--- src/rtl/core/pdsel_pkg.sv ---
// pdsel_pkg: shared types and constants for the power data object selector
// used by pdsel_div, pdsel_dp, pdsel_ctrl and pd_source_offer_selector
`default_nettype none

package pdsel_pkg;

  // list and arithmetic constants
  localparam int MAX_OFFERS     = 8;
  localparam int POWER_LIMIT_W  = 140;
  localparam int CURRENT_CAP_MA = 10230;
  localparam int FIXED_DIVISOR  = 1000000;
  localparam int DIV_STEPS      = 13;

  // power data object kinds, bits 31:30
  typedef enum logic [1:0] {
    PDO_FIXED     = 2'd0,
    PDO_BATTERY   = 2'd1,
    PDO_VARIABLE  = 2'd2,
    PDO_AUGMENTED = 2'd3
  } pdo_kind_t;

  // configuration register indexes
  typedef enum logic {
    CFG_MIN_POWER   = 1'b0,
    CFG_MAX_VOLTAGE = 1'b1
  } cfg_index_t;

  // controller states
  typedef enum logic [2:0] {
    ST_IDLE,
    ST_MUL,
    ST_DSTART,
    ST_DIV,
    ST_JUDGE
  } state_t;

  // commands from controller to datapath
  typedef struct packed {
    logic load;       // capture the incoming beat
    logic mul;        // register product and selected voltage
    logic div_start;  // load the divider
    logic emit;       // write the result register
  } dp_cmd_t;

  // status from datapath to controller
  typedef struct packed {
    logic pos_zero;   // captured position is zero
    logic last;       // captured object ends the list
    logic match;      // captured object meets the limits
    logic div_done;   // divider is on its final step
    logic out_free;   // result register can take a new beat
  } dp_status_t;

endpackage

`default_nettype wire

--- src/rtl/core/pdsel_div.sv ---
// pdsel_div: restoring divider, one quotient bit per cycle
// depends on pdsel_pkg for the step count
`default_nettype none

module pdsel_div (
  input  wire logic        clk,
  input  wire logic        rst,
  input  wire logic        start,
  input  wire logic [28:0] dividend,
  input  wire logic [19:0] divisor,
  output logic             done,
  output logic [12:0]      quotient
);
  import pdsel_pkg::*;

  logic        busy;
  logic [3:0]  cnt;
  logic [28:0] rem;
  logic [31:0] dsh;
  logic        fits;

  // trial subtraction against the shifted divisor
  assign fits = ({3'd0, rem} >= dsh);
  assign done = busy && (cnt == 4'd1);

  // control state
  always_ff @(posedge clk) begin
    if (rst) begin
      busy <= 1'b0;
      cnt  <= 4'd0;
    end else if (start) begin
      busy <= 1'b1;
      cnt  <= 4'(DIV_STEPS);
    end else if (busy) begin
      cnt <= cnt - 4'd1;
      if (cnt == 4'd1) begin
        busy <= 1'b0;
      end
    end
  end

  // remainder, divisor and quotient shift
  always_ff @(posedge clk) begin
    if (start) begin
      rem      <= dividend;
      dsh      <= {divisor, 12'd0};
      quotient <= 13'd0;
    end else if (busy) begin
      if (fits) begin
        rem <= rem - dsh[28:0];
      end
      quotient <= {quotient[11:0], fits};
      dsh      <= {1'b0, dsh[31:1]};
    end
  end

endmodule

`default_nettype wire

--- src/rtl/core/pdsel_dp.sv ---
// pdsel_dp: datapath with object decode, multiplier, divider, limit checks,
// configuration registers and result register; uses pdsel_pkg and pdsel_div
`default_nettype none

module pdsel_dp (
  input  wire logic                   clk,
  input  wire logic                   rst,
  input  wire pdsel_pkg::dp_cmd_t     cmd,
  output pdsel_pkg::dp_status_t       status,
  input  wire logic [39:0]            s_tdata,
  input  wire logic                   s_tlast,
  input  wire logic                   cfg_valid,
  input  wire logic                   cfg_index,
  input  wire logic [15:0]            cfg_data,
  output logic                        m_tvalid,
  input  wire logic                   m_tready,
  output logic [47:0]                 m_tdata,
  output logic                        m_tuser
);
  import pdsel_pkg::*;

  logic [7:0]  watt_floor;
  logic [15:0] max_voltage;

  logic [31:0] word;
  logic [2:0]  pos;
  logic        last;
  logic [1:0]  kind;

  logic [15:0] fx_mv;
  logic [13:0] fx_ma;
  logic [15:0] bt_mv;
  logic [7:0]  bt_w;

  logic [15:0] mv;
  logic [28:0] prod;
  logic [19:0] divisor;
  logic        div_done;
  logic [12:0] quo;

  logic        usable;
  logic [9:0]  power;
  logic [13:0] current;
  logic        match;

  logic [2:0]  res_index;
  logic [15:0] res_mv;
  logic [13:0] res_ma;
  logic [9:0]  res_w;

  // configuration writes
  always_ff @(posedge clk) begin
    if (rst) begin
      watt_floor  <= 8'd1;
      max_voltage <= 16'd20000;
    end else if (cfg_valid) begin
      unique case (cfg_index_t'(cfg_index))
        CFG_MIN_POWER:   watt_floor  <= cfg_data[7:0];
        CFG_MAX_VOLTAGE: max_voltage <= cfg_data;
      endcase
    end
  end

  // capture the incoming beat
  always_ff @(posedge clk) begin
    if (cmd.load) begin
      word <= s_tdata[31:0];
      pos  <= s_tdata[34:32];
      last <= s_tlast;
    end
  end

  // field decode
  assign kind  = word[31:30];
  assign fx_mv = 16'(word[19:10]) * 16'd50;
  assign fx_ma = 14'(word[9:0]) * 14'd10;
  assign bt_mv = 16'(word[29:20]) * 16'd50;
  assign bt_w  = word[9:2];

  // product stage: mv*ma for fixed, watts*1000 for battery
  always_ff @(posedge clk) begin
    if (cmd.mul) begin
      if (kind == PDO_FIXED) begin
        mv   <= fx_mv;
        prod <= {13'd0, fx_mv} * {15'd0, fx_ma};
      end else begin
        mv   <= (kind == PDO_BATTERY) ? bt_mv : 16'd0;
        prod <= {21'd0, bt_w} * 29'd1000;
      end
    end
  end

  assign divisor = (kind == PDO_FIXED) ? 20'(FIXED_DIVISOR) : {4'd0, mv};

  pdsel_div u_div (
    .clk      (clk),
    .rst      (rst),
    .start    (cmd.div_start),
    .dividend (prod),
    .divisor  (divisor),
    .done     (div_done),
    .quotient (quo)
  );

  // offer values and limit checks
  always_comb begin
    usable  = (kind == PDO_FIXED) || (kind == PDO_BATTERY);
    power   = 10'd0;
    current = 14'd0;
    if (kind == PDO_FIXED) begin
      power   = quo[9:0];
      current = fx_ma;
    end else if (kind == PDO_BATTERY) begin
      power = {2'd0, bt_w};
      if (mv != 16'd0) begin
        current = ({1'b0, quo} > 14'(CURRENT_CAP_MA)) ? 14'(CURRENT_CAP_MA) : {1'b0, quo};
      end
    end
    match = usable
         && ({29'd0, pos} < 32'(MAX_OFFERS))
         && (watt_floor != 8'd0)
         && (watt_floor <= 8'(POWER_LIMIT_W))
         && (power >= {2'd0, watt_floor})
         && (mv <= max_voltage);
  end

  // result register, cleared payload on a no-match beat
  always_ff @(posedge clk) begin
    if (rst) begin
      m_tvalid <= 1'b0;
    end else if (cmd.emit) begin
      m_tvalid <= 1'b1;
    end else if (m_tready) begin
      m_tvalid <= 1'b0;
    end
  end

  always_ff @(posedge clk) begin
    if (cmd.emit) begin
      m_tuser   <= match;
      res_index <= match ? pos : 3'd0;
      res_mv    <= match ? mv : 16'd0;
      res_ma    <= match ? current : 14'd0;
      res_w     <= match ? power : 10'd0;
    end
  end

  assign m_tdata = {5'd0, res_w, res_ma, res_mv, res_index};

  assign status.pos_zero = (pos == 3'd0);
  assign status.last     = last;
  assign status.match    = match;
  assign status.div_done = div_done;
  assign status.out_free = !m_tvalid || m_tready;

endmodule

`default_nettype wire

--- src/rtl/core/pdsel_ctrl.sv ---
// pdsel_ctrl: controller state machine sequencing capture, multiply, divide
// and decision; holds the search-done flag; uses pdsel_pkg
`default_nettype none

module pdsel_ctrl (
  input  wire logic                   clk,
  input  wire logic                   rst,
  input  wire logic                   s_tvalid,
  output logic                        s_tready,
  output pdsel_pkg::dp_cmd_t          cmd,
  input  wire pdsel_pkg::dp_status_t  status
);
  import pdsel_pkg::*;

  state_t state;
  state_t state_next;
  logic   search_done;
  logic   done_now;
  logic   want_emit;

  // a new list restarts the search before the object is judged
  assign done_now  = search_done && !status.pos_zero;
  assign want_emit = !done_now && (status.match || status.last);

  // state register and search flag
  always_ff @(posedge clk) begin
    if (rst) begin
      state       <= ST_IDLE;
      search_done <= 1'b0;
    end else begin
      state <= state_next;
      if (state == ST_JUDGE && state_next == ST_IDLE) begin
        search_done <= want_emit ? 1'b1 : done_now;
      end
    end
  end

  // next state
  always_comb begin
    state_next = state;
    unique case (state)
      ST_IDLE:   if (s_tvalid) state_next = ST_MUL;
      ST_MUL:    state_next = ST_DSTART;
      ST_DSTART: state_next = ST_DIV;
      ST_DIV:    if (status.div_done) state_next = ST_JUDGE;
      ST_JUDGE:  if (!want_emit || status.out_free) state_next = ST_IDLE;
      default:   state_next = ST_IDLE;
    endcase
  end

  // outputs
  always_comb begin
    s_tready      = 1'b0;
    cmd.load      = 1'b0;
    cmd.mul       = 1'b0;
    cmd.div_start = 1'b0;
    cmd.emit      = 1'b0;
    unique case (state)
      ST_IDLE: begin
        s_tready = 1'b1;
        cmd.load = s_tvalid;
      end
      ST_MUL:    cmd.mul = 1'b1;
      ST_DSTART: cmd.div_start = 1'b1;
      ST_DIV:    ;
      ST_JUDGE:  cmd.emit = want_emit && status.out_free;
      default:   ;
    endcase
  end

endmodule

`default_nettype wire

--- src/rtl/core/pd_source_offer_selector.sv ---
// pd_source_offer_selector: top level joining controller and datapath
// depends on pdsel_pkg, pdsel_ctrl, pdsel_dp and pdsel_div
`default_nettype none

// Takes a USB PD source capability list one power data object per input
// beat and reports the first fixed or battery object whose power reaches
// the minimum power at a voltage no higher than the voltage ceiling, or a
// no-match beat (m_tuser 0, all fields 0) when the list's last object passes
// without one. A position of 0 starts a new search. Each object passes, from
// its acceptance to the taking of the next one, through capture, a multiply
// step, a divider load, 13 iterations of the restoring divider (one quotient
// bit a cycle, shared by the fixed watts and battery current paths) and a
// decision step. The result sits in an output register, so the next object
// is taken while it waits; the decision stalls only if a second result
// arrives before the first is taken. Configuration is always ready.
module pd_source_offer_selector (
  input  wire logic        clk,
  input  wire logic        rst,
  input  wire logic        s_tvalid,
  output logic             s_tready,
  input  wire logic [39:0] s_tdata,   // pdo_word[31:0], pdo_index[34:32], zero pad
  input  wire logic        s_tlast,   // last_pdo
  output logic             m_tvalid,
  input  wire logic        m_tready,
  output logic [47:0]      m_tdata,   // selected_index[2:0], voltage_mv[18:3],
                                      // current_ma[32:19], power_w[42:33], zero pad
  output logic             m_tuser,   // found
  input  wire logic        cfg_valid,
  output logic             cfg_ready,
  input  wire logic        cfg_index,
  input  wire logic [15:0] cfg_data
);
  import pdsel_pkg::*;

  dp_cmd_t    cmd;
  dp_status_t status;

  assign cfg_ready = 1'b1;

  pdsel_ctrl u_ctrl (
    .clk      (clk),
    .rst      (rst),
    .s_tvalid (s_tvalid),
    .s_tready (s_tready),
    .cmd      (cmd),
    .status   (status)
  );

  pdsel_dp u_dp (
    .clk       (clk),
    .rst       (rst),
    .cmd       (cmd),
    .status    (status),
    .s_tdata   (s_tdata),
    .s_tlast   (s_tlast),
    .cfg_valid (cfg_valid && cfg_ready),
    .cfg_index (cfg_index),
    .cfg_data  (cfg_data),
    .m_tvalid  (m_tvalid),
    .m_tready  (m_tready),
    .m_tdata   (m_tdata),
    .m_tuser   (m_tuser)
  );

endmodule

`default_nettype wire

--- config.mk ---
export PLATFORM = sky130hd
export DESIGN_NAME = pd_source_offer_selector
export DESIGN_NICKNAME = d
export VERILOG_FILES = /design/src/rtl/core/pdsel_pkg.sv /design/src/rtl/core/pdsel_div.sv /design/src/rtl/core/pdsel_dp.sv /design/src/rtl/core/pdsel_ctrl.sv /design/src/rtl/core/pd_source_offer_selector.sv
export SDC_FILE = /design/constraint.sdc
export NUM_CORES = 1
export LEC_CHECK = 0
export BUFFER_PORTS_ARGS = -buffer_cell sky130_fd_sc_hd__buf_2
export CAP_MARGIN = 10
export CORE_AREA = 2 2 206 208
export CTS_BUF_LIST = sky130_fd_sc_hd__clkbuf_16
export DETAILED_ROUTE_END_ITERATION = 8
export DIE_AREA = 0 0 208 210
export PLACE_DENSITY = 0.75
export SETUP_SLACK_MARGIN = 0.4
export SLEW_MARGIN = 40
export SYNTH_ARGS = -nofsm -noshare
export SYNTH_HDL_FRONTEND = slang
export SYNTH_SLANG_ARGS = --single-unit
--- constraint.sdc ---
create_clock -name clk -period 23.9 [get_ports clk]
set_input_delay 2.39 -clock clk [delete_from_list [all_inputs] [get_ports clk]]
set_output_delay 2.39 -clock clk [all_outputs]
set_load 0.05 [all_outputs]
==> reports/results.tsv, run 1 <==
metric	value	unit
status	complete, no violations	
register bit count reported by yosys	229	
ratio of final minimum period to clock period	37.84	%
top-area cell type share of the netlist area	24.86	%
Async S/R FF share, synth	0	%
syn avg cell area	9.764	µm²
WL final	48540	µm
Post-Synth XOR/XNOR Area	3.540	%
vias in the first global route	15540	
Reg2Reg Capture Point	u_dp.prod[25]$_SDFFCE_PN0P_	
Post-DP HPWL	36820	µm
clock latency on the worst-skew pair	550	ps
largest net degree at the start of global routing	69	
clock skew	21.49	ps
hold path start	u_dp.max_voltage[6]$_SDFFE_PP0P_	
clk root buf	clkbuf_16	
Slew headroom	40.76	%
GRT overflow	0	
DR WL/cell	17.76	µm
top fanout value on the critical path	16	
met2 routed WL	22910	µm
post-cts sizing count	0	
Routed Antenna Nets	0	
DIE AREA	43680	µm²
leading area contributor after synthesis	edfxtp_1	
clk buf depth	3	
setup slack, reg-to-reg	14860	ps
Setup violations, final	0	
most area-consuming cells after synthesis	edfxtp_1 (25%), fa_1 (17%), ha_1 (15%)	
starting density of the core	49.51	%
FF-to-FF path depth	30	
area grow syn2layout	8.908	%
Register Area	6287	µm²
Final Max Tran Viols	0	
RSZ-0062 raised after global routing	no	
clock buffer count from CTS	24	
via/cell ratio	5.483	
Synth Area in Simple Gates	14.39	%
Hold Vio Cnt, Final	0	
Yosys cell types	69	
core area	41480	µm²
CTS H-Tree Depth	1	
CTS Sinks	229	
Reg-to-Reg Start	u_dp.word[12]$_DFFE_PP_	
Finished Layout Cells	2733	
initial antenna violation count	2	
placed cells	2687	
met3 wire length	3745	µm
FP Rows	75	
GP Congestion	0.9288	
ratio of cells with drive above 1 in the final layout	8.801	%
post-synthesis mux area share	1.999	%
sequential area share after synthesis	30.61	%
die width	208	µm
Synth Warn #	0	
via count	14990	
most frequent CP cell	fa_1	
area of the multi-input gates	12830	µm²
crit-path max cell delay	850	ps
1st-pass router iterations	5	
setup bufs post-CTS	0	
Least-Margin Pin Slew	888.6	ps
hold path depth	2	
fillers	3589	
main combinational cell family by area after synthesis	adder cells	
global-route wire length before repair	78870	µm
CTS tree	built	
All-Layer GR Usage	22.37	%
NumNets Final	2657	
Startpoint Class	register	
Syn Inst Count	2103	
Post-synth EDFFs	170	
Peak Freq	0.1106	GHz
Die H	210	µm
WP data required	24200	ps
Synth Area in Compound Gates	10.20	%
detailed-route DRC error count	0	
Post-Synth Adder-Cell Area	31.96	%
wl on met1	20110	µm
I/O Buffers	102	
setup TNS	0	ps
Critical Path End Type	register	
drt initial violations	1108	
CTS clock-pin slew for the worst setup and hold paths	60	ps
crit path DAT	9340	ps
fin crit period	9044	ps
max cap viols	0	
hold_buf cts	0	
Post-synth top flop	edfxtp_1	
Hold Crit Class	reg -> reg	
critical path class	reg -> reg	
mapped cell area	20530	µm²
io pins	115	
worst min-delay path endpoint	u_dp.max_voltage[6]$_SDFFE_PP0P_	
slowest CP cell	edfxtp_1	
uppermost layer routed	met5	
through the flow:
step | hold WS, ps | utilization [%] | worst slack (ps) | cell area [µm²]
after global placement | 443.6 | 52.07 | 15220 | 21600
after CTS | 458.3 | 53.84 | 14910 | 22330
after global routing | 476.2 | 53.91 | 14390 | 22360
after detailed placement | 450.3 | 52.08 | 14930 | 21600
after floorplan | 431.1 | - | 16110 | 20550
final | 454.2 | 53.92 | 14860 | 22360
critical path, delay by kind of cell, from the launching register on:
family | cells | cell delay (ps)
adders and majority gates | 10 | 4410
AOI/OAI and AO/OA | 11 | 2100
DFF | 1 | 850
and+or+nand+nor | 3 | 840
buffers and inverters | 5 | 420
xor gates and xnor gates | 1 | 170
state kept, by name, indices dropped and copies added (netlist names):
register and flops:
u_dp.u_div.dsh 32, u_dp.word 32, u_dp.u_div.rem 29, u_dp.prod 27
u_dp.max_voltage 16, u_dp.mv 15, u_dp.res_mv 15, u_dp.res_ma 14
u_dp.u_div.quotient 13, u_dp.res_w 10, u_dp.watt_floor 8, u_dp.u_div.cnt 4
u_ctrl.state 3, u_dp.pos 3, u_dp.res_index 3, u_ctrl.search_done 1
u_dp.last 1, u_dp.m_tuser 1, u_dp.m_tvalid 1, u_dp.u_div.busy 1
synth_stat cells (17+ instances only):
library cell,n
mux2i_1,41
nor3_1,32
a21o_1,35
nor2_1,120
nand2b_1,17
and2_1,112
xnor2_1,44
nand3_1,40
xor2_1,39
o21ai_0,60
fa_1,176
ha_1,243
dfxtp_1,59
inv_1,303
clkbuf_1,67
nand2_1,229
edfxtp_1,170
a21oi_1,113
cell type report:
class | count | share of cell area [%]
Antenna cell | 1 | 0.01119
Inverter | 304 | 5.102
Timing Repair Buffer | 126 | 3.105
Clock buffer | 24 | 2.685
Multi-Input combinational cell | 1490 | 57.38
Clock inverter | 20 | 0.5874
Tap cell | 539 | 3.016
Sequential cell | 229 | 28.11
layer usage:
| layer | up-vias | GRT usage, % |
|---|---|---|
| met1 | 7230 | 28.69 |
| met5 | - | 0 |
| met2 | 495 | 37.67 |
| met3 | 118 | 4.782 |
| met4 | 2 | 7.753 |
| li1 | 7140 | - |
logic make-up (layout without fill, tap and decap cells):
group | Yosys count | in the layout
AND/OR/NAND/NOR | 620 | 620
adder cells (fa/ha/maj) | 419 | 419
buffers and inverters | 389 | 474
AO/OA/AOI/OAI | 320 | 320
flip-flops | 229 | 229
XOR/XNOR | 83 | 83
multiplexers | 41 | 41
other | 2 | 8
worst max path at each step:
stage,startpoint,depth (start not counted),slack (ps),end
after floorplan,u_dp.word[12]$_DFFE_PP_,30,16110,u_dp.prod[22]$_SDFFCE_PN0P_
after global placement,u_dp.word[12]$_DFFE_PP_,30,15220,u_dp.prod[25]$_SDFFCE_PN0P_
after detailed placement,u_dp.word[12]$_DFFE_PP_,30,14930,u_dp.prod[25]$_SDFFCE_PN0P_
after CTS,u_dp.word[12]$_DFFE_PP_,30,14910,u_dp.prod[25]$_SDFFCE_PN0P_
after global routing,u_dp.word[12]$_DFFE_PP_,30,14390,u_dp.prod[25]$_SDFFCE_PN0P_
final,u_dp.word[12]$_DFFE_PP_,30,14860,u_dp.prod[25]$_SDFFCE_PN0P_
cell usage in the layout (no fill, tap or decap), types with 4 or more instances in the layout:
master,instances
nand2_1,229
nor3_1,31
xnor2_1,44
o21bai_1,15
o21ai_0,60
fa_1,176
or2_2,5
mux2i_1,41
nor4_1,4
nand3_1,40
nand2b_1,16
a31oi_1,10
clkbuf_16,24
a21oi_1,113
clkinv_2,4
and2_1,111
nand4_1,12
conb_1,7
o31ai_1,4
inv_1,309
buf_4,23
nand3b_1,9
a22o_1,11
xor2_1,38
o211ai_1,6
buf_2,102
dfxtp_1,58
and3_1,9
nor3b_1,4
o21ai_1,4
edfxtp_1,170
a211oi_1,11
a41oi_1,4
clkinv_1,6
a21o_1,35
o21a_1,7
nor2_1,118
nor2b_1,14
ha_1,243
Power of run 1 is not shown: default switching activity piles up to over one toggle a cycle in this logic, so the estimate is an artifact.
==> run 2: changes to the inputs <==
--- a/config.mk
+++ b/config.mk
@@ -11,7 +11,7 @@
 export CTS_BUF_LIST = sky130_fd_sc_hd__clkbuf_16
 export DETAILED_ROUTE_END_ITERATION = 8
 export DIE_AREA = 0 0 208 210
-export PLACE_DENSITY = 0.75
+export PLACE_DENSITY = 0.78
 export SETUP_SLACK_MARGIN = 0.4
 export SLEW_MARGIN = 40
 export SYNTH_ARGS = -nofsm -noshare
==> constraint.sdc (replaced) <==
create_clock -name clk -period 7.6 [get_ports clk]
set_input_delay 0.76 -clock clk [delete_from_list [all_inputs] [get_ports clk]]
set_output_delay 0.76 -clock clk [all_outputs]
set_load 0.05 [all_outputs]
==> run 2 against run 1 <==
Compared with the run above:
- the run now ends with setup timing left
- clock skew is 4.0 ps lower
- core utilization is 3.0 points higher
- global-route usage is 0.81 points higher
- register-to-register slack worse by 15000 ps
- setup slack worse by 15000 ps
- hold slack worse by 66 ps
- final cell count is 2.9% higher
==> reports/results.tsv, run 2 (synthesis results as in run 1) <==
metric	value	unit	change
failing checks	setup timing		
top flop regs	u_dp.u_div.dsh x32, u_dp.word x32, u_dp.u_div.rem x29		
top fanout value on the critical path	5		-11
global-route wire length before repair	81920	µm	+3.9%
ratio of final minimum period to clock period	100.1	%	+62 points
clk buf depth	3		unchanged
I/O Buffers	102		unchanged
Die H	210	µm	unchanged
CP delay by family, top	adder cells		
initial antenna violation count	4		+2
crit path DAT	7860	ps	-1480 ps
area grow syn2layout	14.96	%	
die width	208	µm	unchanged
DR WL/cell	18.33	µm	+3.2%
Setup violations, final	2		+2
Least-Margin Pin Slew	763.6	ps	-125.0 ps
Critical Path End Type	register		
Finished Layout Cells	2812		+2.9%
Hold Crit Class	in -> reg		
starting density of the core	49.51	%	unchanged
slowest CP cell	fa_1		
Slew headroom	49.09	%	+8.3 points
most frequent CP cell	fa_1		
via count	15770		+5.3%
setup ws final	-11.18	ps	-14870 ps
Worst Hold Slack	388.1	ps	-66.12 ps
WL final	51550	µm	+6.2%
status	finished with violations		
clock latency on the worst-skew pair	540	ps	about the same
Peak Freq	0.1314	GHz	+19%
GRT overflow	0		unchanged
largest net degree at the start of global routing	69		unchanged
clk root buf	clkbuf_16		
CTS clock-pin slew for the worst setup and hold paths	70	ps	about the same
detailed-route DRC error count	0		unchanged
clock skew	17.47	ps	-4.024 ps
Routed Antenna Nets	0		unchanged
Hold Vio Cnt, Final	0		unchanged
CTS Sinks	229		unchanged
FP Rows	75		unchanged
RSZ-0062 raised after global routing	yes		
All-Layer GR Usage	23.18	%	+0.81 points
via/cell ratio	5.609		+2.3%
fin crit period	7611	ps	-1433 ps
DIE AREA	43680	µm²	unchanged
max cap viols	0		unchanged
GP Congestion	0.9382		+1.0%
CTS tree	built		
1st-pass router iterations	5		unchanged
crit-path max cell delay	540	ps	-310 ps
drt initial violations	1352		+22%
io pins	115		unchanged
vias in the first global route	16070		+3.5%
critical path class	reg -> reg		
core area	41480	µm²	unchanged
clock buffer count from CTS	24		unchanged
Final Max Tran Viols	0		unchanged
buffers plus inverters on the worst setup path	4		-1
Post-DP HPWL	38710	µm	+5.1%
NumNets Final	2736		+3.0%
WP data required	7850	ps	-16350 ps
ratio of cells with drive above 1 in the final layout	16.15	%	+7.4 points
placed cells	2735		+1.8%
most frequent cells in the layout	inv_1 (293), nand2_1 (225), ha_1 (220)		
CTS H-Tree Depth	1		unchanged
hold_buf cts	0		unchanged
most common cell after layout, fill and taps aside	inv_1		
Startpoint Class	register		
run 2: cell count changes in the layout (fill, tap and decap cells not counted), moves of 5 or more:
cell     previous run  this run
a21oi_1           113        96
and2_1            111       106
and2_4              1         6
xnor2_2             0         5
buf_4              23        96
ha_4                0        23
o21ai_0            60        50
buf_6               1         7
o21ai_2             3        11
ha_1              243       220
a21oi_2             2        17
inv_2               0        15
xnor2_1            44        36
inv_1             309       293
run 2: path summary, 6_finish.rpt:
check | start | to | slack (ps) | depth (start not counted)
setup / recovery | u_dp.word[1]$_DFFE_PP_ | u_dp.prod[28]$_SDFFCE_PN0P_ | -10 | 30
hold / removal | s_tdata[17] | u_dp.word[17]$_DFFE_PP_ | 390 | 1
setup reg to reg | u_dp.word[1]$_DFFE_PP_ | u_dp.prod[28]$_SDFFCE_PN0P_ | -10 | 30
hold reg to reg | u_dp.max_voltage[6]$_SDFFE_PP0P_ | u_dp.max_voltage[6]$_SDFFE_PP0P_ | 460 | 2
run 2: layout make-up:
| type | count | area, µm² |
|---|---|---|
| fill | 3344 | 17870 |
| multi-input combinational | 1490 | 13440 |
| sequential | 229 | 6287 |
| timing repair buffer | 205 | 1310 |
| inverter | 304 | 1141 |
| tap | 539 | 674.4 |
| clock buffer | 25 | 625.6 |
| clock inverter | 19 | 121.4 |
| antenna | 1 | 2.502 |
run 2: what timing repair did:
item,CTS,global route
setup endpoints to repair,12,15
pin swaps,65,59
gates resized for setup,58,51
buffers inserted,20,12
run 2: layer usage:
layer	wire (µm)	track usage [%]	up-vias
met3	4582	4.544	108
met1	20930	30.86	7753
li1	-	-	7299
met2	24570	39.01	608
met5	23	0	-
met4	1446	5.918	4
run 2: metrics by stage:
| stage | instance area (µm²) | worst slack [ps] | setup TNS, ps | util [%] |
|---|---|---|---|---|
| after global routing | 23610 | -226.0 | -1168 | 56.91 |
| after global placement | 22040 | -7.414 | -7.414 | 53.13 |
| final | 23610 | -11.18 | -15.76 | 56.91 |
| after CTS | 23250 | 125.4 | 0 | 56.07 |
| after detailed placement | 22050 | -165.1 | -858.2 | 53.17 |
| after floorplan | 20660 | 379.3 | 0 | - |
Power of run 2 is left out for the same reason.
==> run 3: changes to the inputs <==
--- a/config.mk
+++ b/config.mk
@@ -11,7 +11,7 @@
 export CTS_BUF_LIST = sky130_fd_sc_hd__clkbuf_16
 export DETAILED_ROUTE_END_ITERATION = 8
 export DIE_AREA = 0 0 208 210
-export PLACE_DENSITY = 0.78
+export PLACE_DENSITY = 0.77
 export SETUP_SLACK_MARGIN = 0.4
 export SLEW_MARGIN = 40
 export SYNTH_ARGS = -nofsm -noshare
==> run 3 against run 2 <==
Compared with the run above:
- the flow still finishes with violations (setup timing)
- register-to-register slack lost 60 ps
- setup slack lost 56 ps
- non-clock buffer count down 3
- critical endpoint unchanged
- highest routed layer unchanged
- sequential share of layout area hardly changed
==> reports/results.tsv, run 3 (synthesis results as in run 1) <==
metric	value	unit	change
GP Congestion	0.9306		-0.81%
vias in the first global route	15880		-1.2%
die width	208	µm	unchanged
I/O Buffers	102		unchanged
WL final	51780	µm	+0.44%
clock skew	19.42	ps	+1.955 ps
Die H	210	µm	unchanged
slowest CP cell	fa_1		
crit-path max cell delay	530	ps	about the same
CTS clock-pin slew for the worst setup and hold paths	70	ps	about the same
Reg2Reg Capture Point	u_dp.prod[28]$_SDFFCE_PN0P_		
RSZ-0062 raised after global routing	yes		
worst min-delay path endpoint	u_dp.word[15]$_DFFE_PP_		
Final Max Tran Viols	0		unchanged
clock buffer count from CTS	24		unchanged
Reg-to-Reg Start	u_dp.word[13]$_DFFE_PP_		
drt initial violations	1286		-4.9%
DR WL/cell	18.43	µm	+0.52%
clock latency on the worst-skew pair	540	ps	about the same
max cap viols	0		unchanged
critical path class	reg -> reg		
setup slack, reg-to-reg	-70	ps	-60 ps
most common cell after layout, fill and taps aside	inv_1		
hold_buf cts	0		unchanged
Worst Hold Slack	393.1	ps	+5.006 ps
most frequent CP cell	fa_1		
GRT overflow	0		unchanged
starting density of the core	49.51	%	unchanged
Hold Vio Cnt, Final	0		unchanged
top flop regs	u_dp.u_div.dsh x32, u_dp.word x32, u_dp.u_div.rem x29		
crit path DAT	7920	ps	+60 ps
NumNets Final	2733		-0.11%
Hold Crit Class	in -> reg		
most frequent cells in the layout	inv_1 (297), nand2_1 (224), ha_1 (222)		
status	finished with violations		
Peak Freq	0.1304	GHz	-0.73%
Routed Antenna Nets	0		unchanged
via count	15630		-0.91%
clk root buf	clkbuf_16		
Startpoint Class	register		
ratio of final minimum period to clock period	100.9	%	+0.74 points
fillers	3380		+1.1%
CP Launch Point	u_dp.word[13]$_DFFE_PP_		
core area	41480	µm²	unchanged
1st-pass router iterations	5		unchanged
ratio of cells with drive above 1 in the final layout	15.87	%	-0.29 points
io pins	115		unchanged
failing checks	setup timing		
Critical Path End Type	register		
Slew headroom	49.89	%	+0.80 points
CTS tree	built		
FP Rows	75		unchanged
setup ws final	-67.13	ps	-55.95 ps
hold path start	s_tdata[15]		
CTS Sinks	229		unchanged
Finished Layout Cells	2810		-0.071%
WP data required	7850	ps	about the same
FF-to-FF path depth	29		-3.3%
DIE AREA	43680	µm²	unchanged
initial antenna violation count	3		-1
top fanout value on the critical path	5		unchanged
Least-Margin Pin Slew	751.6	ps	-12.04 ps
fin crit period	7667	ps	+55.95 ps
CTS H-Tree Depth	1		unchanged
Setup violations, final	3		+1
clk buf depth	3		unchanged
global-route wire length before repair	81140	µm	-0.95%
Post-DP HPWL	38900	µm	+0.49%
placed cells	2736		+0.037%
largest net degree at the start of global routing	69		unchanged
area grow syn2layout	14.90	%	about the same
All-Layer GR Usage	23.10	%	-0.079 points
hold path depth	1		unchanged
via/cell ratio	5.562		-0.84%
detailed-route DRC error count	0		unchanged
-- run 3: critical path: cells and delay by family, from the launching register on --
family / cells / cell delay (ps)
AO/OA/AOI/OAI: 8 / 1570
XOR/XNOR: 1 / 150
adder cells (fa/ha/maj): 10 / 4010
buffers and inverters: 6 / 600
flip-flops: 1 / 460
multiplexers: 1 / 260
AND/OR/NAND/NOR: 3 / 300
-- run 3: stage by stage --
step | setup TNS (ps) | cell area (µm²) | util [%] | setup slack, ps
2_1_floorplan | 0 | 20660 | - | 379.3
3_3_place_gp | -23.36 | 22060 | 53.18 | -20.08
3_5_place_dp | -698.5 | 22070 | 53.20 | -164.4
4_1_cts | 0 | 23310 | 56.20 | 86.64
5_1_grt | -1566 | 23600 | 56.89 | -342.5
6_report | -98.42 | 23600 | 56.89 | -67.13
-- run 3: layout make-up --
class                           count  area, µm²  area share (%)
Antenna cell                        2      5.005         0.02121
Tap cell                          539      674.4           2.858
Timing Repair Buffer              202       1311           5.557
Multi-Input combinational cell   1490      13420           56.89
Sequential cell                   229       6287           26.65
Clock buffer                       24      600.6           2.545
Clock inverter                     20      151.4          0.6416
Inverter                          304       1141           4.836
-- run 3: repair_timing --
action / in CTS / in global routing
gates resized for setup: 69 / 45
pin swaps: 68 / 47
buffers inserted: 17 / 11
setup endpoints to repair: 11 / 16
-- run 3: worst max-delay path by stage --
stage                                  end
2_1_floorplan  u_dp.prod[28]$_SDFFCE_PN0P_
3_3_place_gp   u_dp.prod[28]$_SDFFCE_PN0P_
3_5_place_dp   u_dp.prod[28]$_SDFFCE_PN0P_
4_1_cts        u_dp.prod[28]$_SDFFCE_PN0P_
5_1_grt        u_dp.prod[28]$_SDFFCE_PN0P_
6_report       u_dp.prod[28]$_SDFFCE_PN0P_
-- run 3: per-layer routing --
metal	track usage, %	up-vias	part of all wire, %
li1	-	7296	-
met1	30.43	7606	41
met2	38.44	598	47
met3	4.633	127	8.3
met4	7.435	2	3.4
met5	0	-	0.025
Power of run 3 is left out for the same reason.
